<file path="src/sv/bmhq_pkg.sv">
// ----------------------------------------------------------------------------
// bmhq_pkg
// shared types and codes of the binary min-heap queue
// ----------------------------------------------------------------------------
package bmhq_pkg;

  localparam int unsigned KEY_BITS  = 32;
  localparam int unsigned POS_BITS  = 6;
  localparam int unsigned WORD_BITS = 32;   // payload bits carried on the channels
  localparam int unsigned FILL_BITS = 7;

  typedef enum logic [1:0] {
    OP_INSERT  = 2'd0,
    OP_EXTRACT = 2'd1,
    OP_REDUCE  = 2'd2,
    OP_NONE    = 2'd3
  } op_t;

  typedef enum logic [1:0] {
    ST_DONE    = 2'd0,
    ST_FULL    = 2'd1,
    ST_EMPTY   = 2'd2,
    ST_IGNORED = 2'd3
  } status_t;

  typedef enum logic [3:0] {
    S_IDLE,
    S_START,
    S_RD_ROOT,
    S_UP_RD,
    S_UP_CMP,
    S_DN_RD,
    S_DN_RDR,
    S_DN_CMP,
    S_HOME,
    S_RD_MIN,
    S_MIN_WAIT,
    S_OUT
  } state_t;

  typedef struct packed {
    op_t                        op;
    logic signed [KEY_BITS-1:0] key_in;
    logic [WORD_BITS-1:0]       payload_in;
    logic [POS_BITS-1:0]        position;
  } cmd_word_t;

  typedef struct packed {
    logic signed [KEY_BITS-1:0] min_key;
    logic [WORD_BITS-1:0]       min_payload;
    logic [FILL_BITS-1:0]       fill_count;
    logic                       is_empty;
    status_t                    status;
  } res_word_t;

endpackage

</file>
<file path="src/sv/bmhq_front.sv">
// ----------------------------------------------------------------------------
// bmhq_front
// accepts command words and classifies them into a two-entry queue
// ----------------------------------------------------------------------------
module bmhq_front import bmhq_pkg::*; #(
  parameter int unsigned PAYLOAD_BITS = 32
) (
  input  logic                    clk,
  input  logic                    rst,
  input  logic                    in_valid,
  output logic                    in_ready,
  input  logic [1:0]              in_op,
  input  logic [KEY_BITS-1:0]     in_key,
  input  logic [PAYLOAD_BITS-1:0] in_payload,
  input  logic [POS_BITS-1:0]     in_position,
  output logic                    cmd_valid,
  input  logic                    cmd_ready,
  output op_t                     cmd_op,
  output logic [KEY_BITS-1:0]     cmd_key,
  output logic [PAYLOAD_BITS-1:0] cmd_payload,
  output logic [POS_BITS-1:0]     cmd_position
);
  localparam int unsigned W = 2 + KEY_BITS + PAYLOAD_BITS + POS_BITS;

  logic [W-1:0] q [2];
  logic         rd_ptr, wr_ptr;
  logic [1:0]   count;
  logic         push, pop;
  logic [1:0]   op_cls;

  // unused codes fold into one class
  always_comb begin
    case (in_op)
      OP_INSERT:  op_cls = OP_INSERT;
      OP_EXTRACT: op_cls = OP_EXTRACT;
      OP_REDUCE:  op_cls = OP_REDUCE;
      default:    op_cls = OP_NONE;
    endcase
  end

  assign in_ready  = count != 2'd2;
  assign cmd_valid = count != 2'd0;
  assign push      = in_valid && in_ready;
  assign pop       = cmd_valid && cmd_ready;

  assign cmd_op       = op_t'(q[rd_ptr][W-1 -: 2]);
  assign cmd_key      = q[rd_ptr][W-3 -: KEY_BITS];
  assign cmd_payload  = q[rd_ptr][POS_BITS +: PAYLOAD_BITS];
  assign cmd_position = q[rd_ptr][POS_BITS-1:0];

  always_ff @(posedge clk) begin
    if (push) begin
      q[wr_ptr] <= {op_cls, in_key, in_payload, in_position};
    end
    if (rst) begin
      rd_ptr <= 1'b0;
      wr_ptr <= 1'b0;
      count  <= 2'd0;
    end else begin
      if (push) wr_ptr <= ~wr_ptr;
      if (pop)  rd_ptr <= ~rd_ptr;
      count <= count + {1'b0, push} - {1'b0, pop};
    end
  end
endmodule

</file>
<file path="config.mk">
export PLATFORM = sky130hd
export DESIGN_NAME = bmhq_front
export DESIGN_NICKNAME = d
export VERILOG_FILES = /design/src/sv/bmhq_pkg.sv /design/src/sv/bmhq_front.sv
export SDC_FILE = /design/constraint.sdc
export NUM_CORES = 1
export LEC_CHECK = 0
export BUFFER_PORTS_ARGS = -buffer_cell sky130_fd_sc_hd__buf_2
export CAP_MARGIN = 20
export CELL_PAD_IN_SITES_DETAIL_PLACEMENT = 1
export CELL_PAD_IN_SITES_GLOBAL_PLACEMENT = 1
export CORE_MARGIN = 10
export CORE_UTILIZATION = 40
export DETAILED_ROUTE_END_ITERATION = 7
export GPL_ROUTABILITY_DRIVEN = 1
export PLACE_DENSITY_LB_ADDON = 0.15
export SETUP_SLACK_MARGIN = 0.15
export SLEW_MARGIN = 20
export SYNTH_ARGS = -nofsm -noshare
export SYNTH_HDL_FRONTEND = slang
export SYNTH_SLANG_ARGS = --single-unit
</file>
<file path="constraint.sdc">
create_clock -name clk -period 4.2 [get_ports clk]
set_clock_uncertainty 0.15 [all_clocks]
set_input_delay 0.21 -clock clk [delete_from_list [all_inputs] [get_ports clk]]
set_output_delay 0.21 -clock clk [all_outputs]
set_load 0.02 [all_outputs]
</file>
# == After elaboration in Yosys (flattened, before gate mapping) ==
# Memory sizes are Yosys's and may differ from the RTL's. A register that Yosys moved wholly into a read port is not among the register bits.
# Index checks and enable logic that the tools add are counted.
# classes
add_sub_neg,2
n_mux,5
reduce_logical,4
n_eq_ne,3
bitwise,2
# op_table
operator,count
case mux 2 bit (3 select lines),1
two-way mux 1 bit,4
adder 2 x 1 -> 2 bit,1
"equality test 2 x 1 -> 1 bit, second input constant",1
"equality test 2 bit, second input constant",1
logical AND 1 bit,2
logical NOT 2 bit,1
"inequality test 2 bit, second input constant",1
NOT 1 bit,2
nonzero test 2 bit,1
subtractor 2 x 1 -> 2 bit,1
# word_totals
in_bits,76
ff_bits,4
ram_bits,144
memories,1
elab_cells,20
out_inout_bits,74
# memory_table
memory,depth,width,rd,rd_ports_with_merged_regs,write_ports,line,text
q,2,72,1,1,1,bmhq_front.sv:25,logic [W-1:0] q [2];

# == Longest topological paths before layout ==
# depth
ltp_word,4
depth_mapped,8
ltp_nobuf,8

# == Worst setup path before layout ==
# Ideal clock, no wire load.
# synth_timing
path_type,register to register
from,register count[0]
to,memory q[0][0] (netlist name) (enable)
n_path_buf,0
setup_ps,502
t_required_ps,3548
period_less_slack_ps,4292
setup_slack_ps,-92
stages_incl_launch_ff,4
t_arrival_ps,3640
path_cell_list,dfxtp_1 nand2b_2 nand2_2 nor2_1
# synth_between
elab_chain_len,4
# synth_rtl
item,line,text
from (decl),bmhq_front.sv:27,logic [1:0] count;
from (signal assigned),bmhq_front.sv:62,"count <= count + {1'b0, push} - {1'b0, pop};"
inequality test 2 bit,bmhq_front.sv:41,assign in_ready = count != 2'd2;
named net in_ready,bmhq_front.sv:11,"output logic in_ready,"
logical AND 1 bit,bmhq_front.sv:43,assign push = in_valid && in_ready;
two-way mux 1 bit,bmhq_front.sv:52,if (push) begin
two-way mux 1 bit (not written as such),bmhq_front.sv:53,"q[wr_ptr] <= {op_cls, in_key, in_payload, in_position};"
to (decl),bmhq_front.sv:25,
# The timed path passes the listed nets, and every way through them passes these cells.

==> results.rst <==
.. list-table::
   :header-rows: 1

   * - Metric
     - Value
   * - Run status
     - complete, no violations
   * - Initial Utilization
     - 41.2%
   * - Crit path DAT
     - around 2.0 ns
   * - Req. time, crit path
     - roughly 3.8 ns
   * - Overflow after GRT
     - 0
   * - Number of sinks handled by clock tree synthesis
     - around 150
   * - Drt total wl
     - 12300 µm
   * - Synthesis warning total
     - 0
   * - TritonCTS clock tree
     - done
   * - Post-layout instance count excluding filler cells
     - slightly below 700
   * - Count of nets left with antenna violations after detail routing
     - 0
   * - All-layer global routing usage
     - 12.7%
   * - Critical Path Source Type
     - flip-flop
   * - Leakage
     - 3.20 nW
   * - Worst slew pin tran
     - 1.05 ns
   * - Adder-Cell Fraction of Synth Area
     - less than 1%
   * - Share of the yosys chip area belonging to registers
     - 76.4%
   * - Root buffer cell
     - sky130_fd_sc_hd__clkbuf_16
   * - Post-synth net total
     - 329
   * - Number of H-tree branching levels
     - 4
   * - NumNets Final
     - 563
   * - Portion of total power attributed to combinational logic
     - between 20% and 30%
   * - Proportion of total power due to net switching
     - 28.1%
   * - Height of the chip
     - 140 µm
   * - Core region area
     - roughly 0.014 mm²
   * - Final critical-path required period
     - roughly 2.4 ns
   * - Reg power frac
     - 39.1%
   * - Post-Syn Area per Cell
     - roughly 23 µm²
   * - Post-detailed-route wirelength per cell
     - 18.2 µm
   * - Area added between synthesis and finish
     - 38.9%
   * - Diode count
     - 0
   * - Site row count
     - 43
   * - Maximum clock frequency
     - 425 MHz
   * - Count of cell types in the netlist
     - 20
   * - Power per Cell Area
     - around 650 mW/mm²
   * - Drt first-iter violations
     - 115
   * - Clock buffers created by TritonCTS
     - 17
   * - DIE WIDTH
     - 140 µm
   * - Share of the clock period used by the worst path after layout
     - roughly 56%
   * - Reg2reg start
     - count[0]
   * - Number of max-slew violations in the final report
     - 0
   * - Number of global-route vias before repair
     - approximately 3500
   * - Max FO, Critical Path
     - 51
   * - Total Negative Setup Slacks
     - 0 ns
   * - Share of layout cells above drive strength 1
     - 51.8%
   * - Placer congestion estimate
     - ~0.69
   * - Worst-case headroom to the max-slew limit
     - 30.2%
   * - Number of placed cells counting well taps
     - about 570
   * - Num ports
     - 150
   * - Area of the die
     - about 0.020 mm²
   * - First-pass GRT wire length
     - approximately 19000 µm
   * - Critical path type
     - reg -> out
   * - Port buffer count
     - around 150
   * - Total area of multi-input combinational cells
     - between 0.001 and 0.0015 mm²
   * - Maximum clock insertion buffer count
     - 2
   * - Routed vias
     - roughly 3000
   * - Flip-flop and latch area
     - 0.00443 mm²
   * - Synthesis-stage register bit count
     - 149
   * - Filler Cell Count
     - between 1000 and 1500
   * - Category of the worst setup path capture point
     - output pin
   * - Cell area after synthesis
     - approximately 0.0058 mm²
   * - Maximum number of pins on one net before global-route repair
     - 73
   * - Clock network latency to the later pin of the worst-skew pair
     - between 0.4 and 0.5 ns
   * - Internal power
     - roughly 0.0037 W
   * - Synthesized-area fraction occupied by xor and xnor cells
     - less than 1%
   * - Fin. Hold Viols
     - 0
   * - Detailed placer's ending HPWL
     - 7810 µm
   * - Net switching component of the power
     - about 0.0015 W
   * - Post-Synth Simple-Gate Area
     - 1.21%
   * - Hold slack final
     - 0.0522 ns
   * - Synthesized-area fraction occupied by ao, oa, aoi and oai cells
     - 0.130%
   * - Combinational family with the most area after synthesis
     - multiplexers
   * - Gate count after technology mapping
     - 251
   * - Clock transition at the registers of the reported paths
     - 0.06 ns
   * - Per-cell via count in the routed design
     - 4.53
   * - Multiplexer share of the synthesized area
     - 18.7%
   * - Setup repair after global routing missed its margin
     - no
   * - Initial antenna violation count
     - 0
   * - Number of maximum-capacitance constraint violations
     - 0
   * - Final-report setup violation count
     - 0
   * - Pre-Repair DR Iteration Count
     - 4
   * - Clock network fraction of design power
     - 31.5%
   * - Largest vdd supply drop
     - 397 µV
   * - Path class of the lowest-slack min-delay path
     - in -> reg
   * - Critical hold path startpoint
     - in_valid
   * - DRC Markers
     - 0
## layer usage
metal,share of wire (%),vias to the layer above,GRT usage (%)
li1,-,1455,-
met1,39,1493,13.2
met2,52,102,21.6
met3,7.3,21,5.41
met4,1.8,0,6.09
met5,0,-,0
## final cells by class
| type | count | share of cell area (%) |
|---|---|---|
| clock buffers | 20 | 5.43 |
| well taps | 180 | 2.80 |
| clock inverters | 12 | 2.58 |
| flip-flops and latches | 149 | 55.1 |
| repair buffers | 225 | 18.9 |
| inverters | 1 | 0.0467 |
| multi-input cells | 91 | 15.1 |
## final timing paths
path / end / slack, ns / depth (start not counted)
setup / recovery: cmd_key[10] / 1.84 / 3
hold / removal: wr_ptr / 0.05 / 3
setup reg to reg: q[1][68] / 2.20 / 2
hold reg to reg: flip-flop / 0.37 / 2
## power groups by stage
stage	clock network [W]	registers, W	logic (W)
floorplan	0	0.00201	0.00119
global placement	0	0.00205	0.00150
detailed placement	0	0.00207	0.00151
CTS	0.00168	0.00204	0.00157
global route	0.00175	0.00206	0.00164
finish	0.00164	0.00203	0.00153
## kinds of logic (layout without fill, tap and decap cells)
logic type	after synthesis	count (layout)
AOI/OAI and AO/OA	1	1
xor gates and xnor gates	2	2
adders and majority gates	2	2
buffers and inverters	11	258
DFF	149	149
muxes	73	73
and+or+nand+nor	13	13
## cells in the final DEF, fill, tap and decap left out
master / synthesis / routed
sky130_fd_sc_hd__buf_2: 0 / 149
sky130_fd_sc_hd__edfxtp_1: 144 / 144
sky130_fd_sc_hd__dlygate4sd3_1: 0 / 73
sky130_fd_sc_hd__mux2_4: 70 / 70
sky130_fd_sc_hd__clkbuf_16: 0 / 17
sky130_fd_sc_hd__bufinv_16: 0 / 6
sky130_fd_sc_hd__nor2_1: 5 / 4
sky130_fd_sc_hd__clkinv_2: 0 / 4
sky130_fd_sc_hd__dfxtp_1: 5 / 4
sky130_fd_sc_hd__mux2_2: 3 / 3
sky130_fd_sc_hd__clkbuf_1: 2 / 3
sky130_fd_sc_hd__nor2b_1: 2 / 2
sky130_fd_sc_hd__ha_1: 2 / 2
sky130_fd_sc_hd__clkinv_1: 0 / 2
sky130_fd_sc_hd__buf_12: 7 / 2
sky130_fd_sc_hd__nand2b_2: 1 / 1
sky130_fd_sc_hd__nand2_2: 1 / 1
sky130_fd_sc_hd__o21a_1: 1 / 1
sky130_fd_sc_hd__or2_2: 1 / 1
sky130_fd_sc_hd__inv_1: 1 / 1
sky130_fd_sc_hd__and3_4: 0 / 1
sky130_fd_sc_hd__nor2_4: 0 / 1
sky130_fd_sc_hd__xnor2_1: 1 / 1
sky130_fd_sc_hd__xor2_1: 1 / 1
sky130_fd_sc_hd__and2_1: 1 / 1
sky130_fd_sc_hd__nor3_1: 1 / 1
sky130_fd_sc_hd__dfxtp_4: 0 / 1
sky130_fd_sc_hd__buf_4: 0 / 1
## flip-flops by register name (all words and copies together), names as in the netlist, named ones only
register	flops
q	144
count	2
rd_ptr	1
wr_ptr	1
## cell usage after synthesis
cell,instances,area share [%]
sky130_fd_sc_hd__nor2b_1,2,0.22
sky130_fd_sc_hd__buf_6,1,0.19
sky130_fd_sc_hd__mux2_2,3,0.58
sky130_fd_sc_hd__buf_12,7,2.4
sky130_fd_sc_hd__ha_1,2,0.43
sky130_fd_sc_hd__and3_1,1,0.11
sky130_fd_sc_hd__edfxtp_1,144,75
sky130_fd_sc_hd__or2_2,1,0.11
sky130_fd_sc_hd__clkbuf_1,2,0.13
sky130_fd_sc_hd__nand2b_2,1,0.15
sky130_fd_sc_hd__o21a_1,1,0.13
sky130_fd_sc_hd__xnor2_1,1,0.15
sky130_fd_sc_hd__and2_1,1,0.11
sky130_fd_sc_hd__nor2_1,5,0.32
sky130_fd_sc_hd__dfxtp_1,5,1.7
sky130_fd_sc_hd__nor3_1,1,0.086
sky130_fd_sc_hd__inv_1,1,0.065
sky130_fd_sc_hd__xor2_1,1,0.15
sky130_fd_sc_hd__mux2_4,70,18
sky130_fd_sc_hd__nand2_2,1,0.11
## per-stage QoR
step	utilization, %	setup slack [ns]	cell area, µm²	power, W
after floorplan	-	1.12	5790	0.00320
after global placement	47.5	2.20	6670	0.00355
after detailed placement	47.5	2.17	6670	0.00358
after CTS	57.3	1.78	8040	0.00528
after global routing	57.3	1.73	8040	0.00545
final	57.3	1.84	8040	0.00520
## repair_timing
| action | CTS | global route |
|---|---|---|
| hold buffers | 73 | 0 |
| buffers inserted | 0 | 0 |
| gates resized for setup | 0 | 0 |
| endpoints found under the hold margin | 148 | 0 |
## worst max-delay path, stage by stage (launching register included)
cell and delay, ns:
sky130_fd_sc_hd__dfxtp_4 0.62, sky130_fd_sc_hd__buf_12 0.40, sky130_fd_sc_hd__mux2_4 0.34, sky130_fd_sc_hd__buf_2 0.16
(Power assumes the default switching activity.)
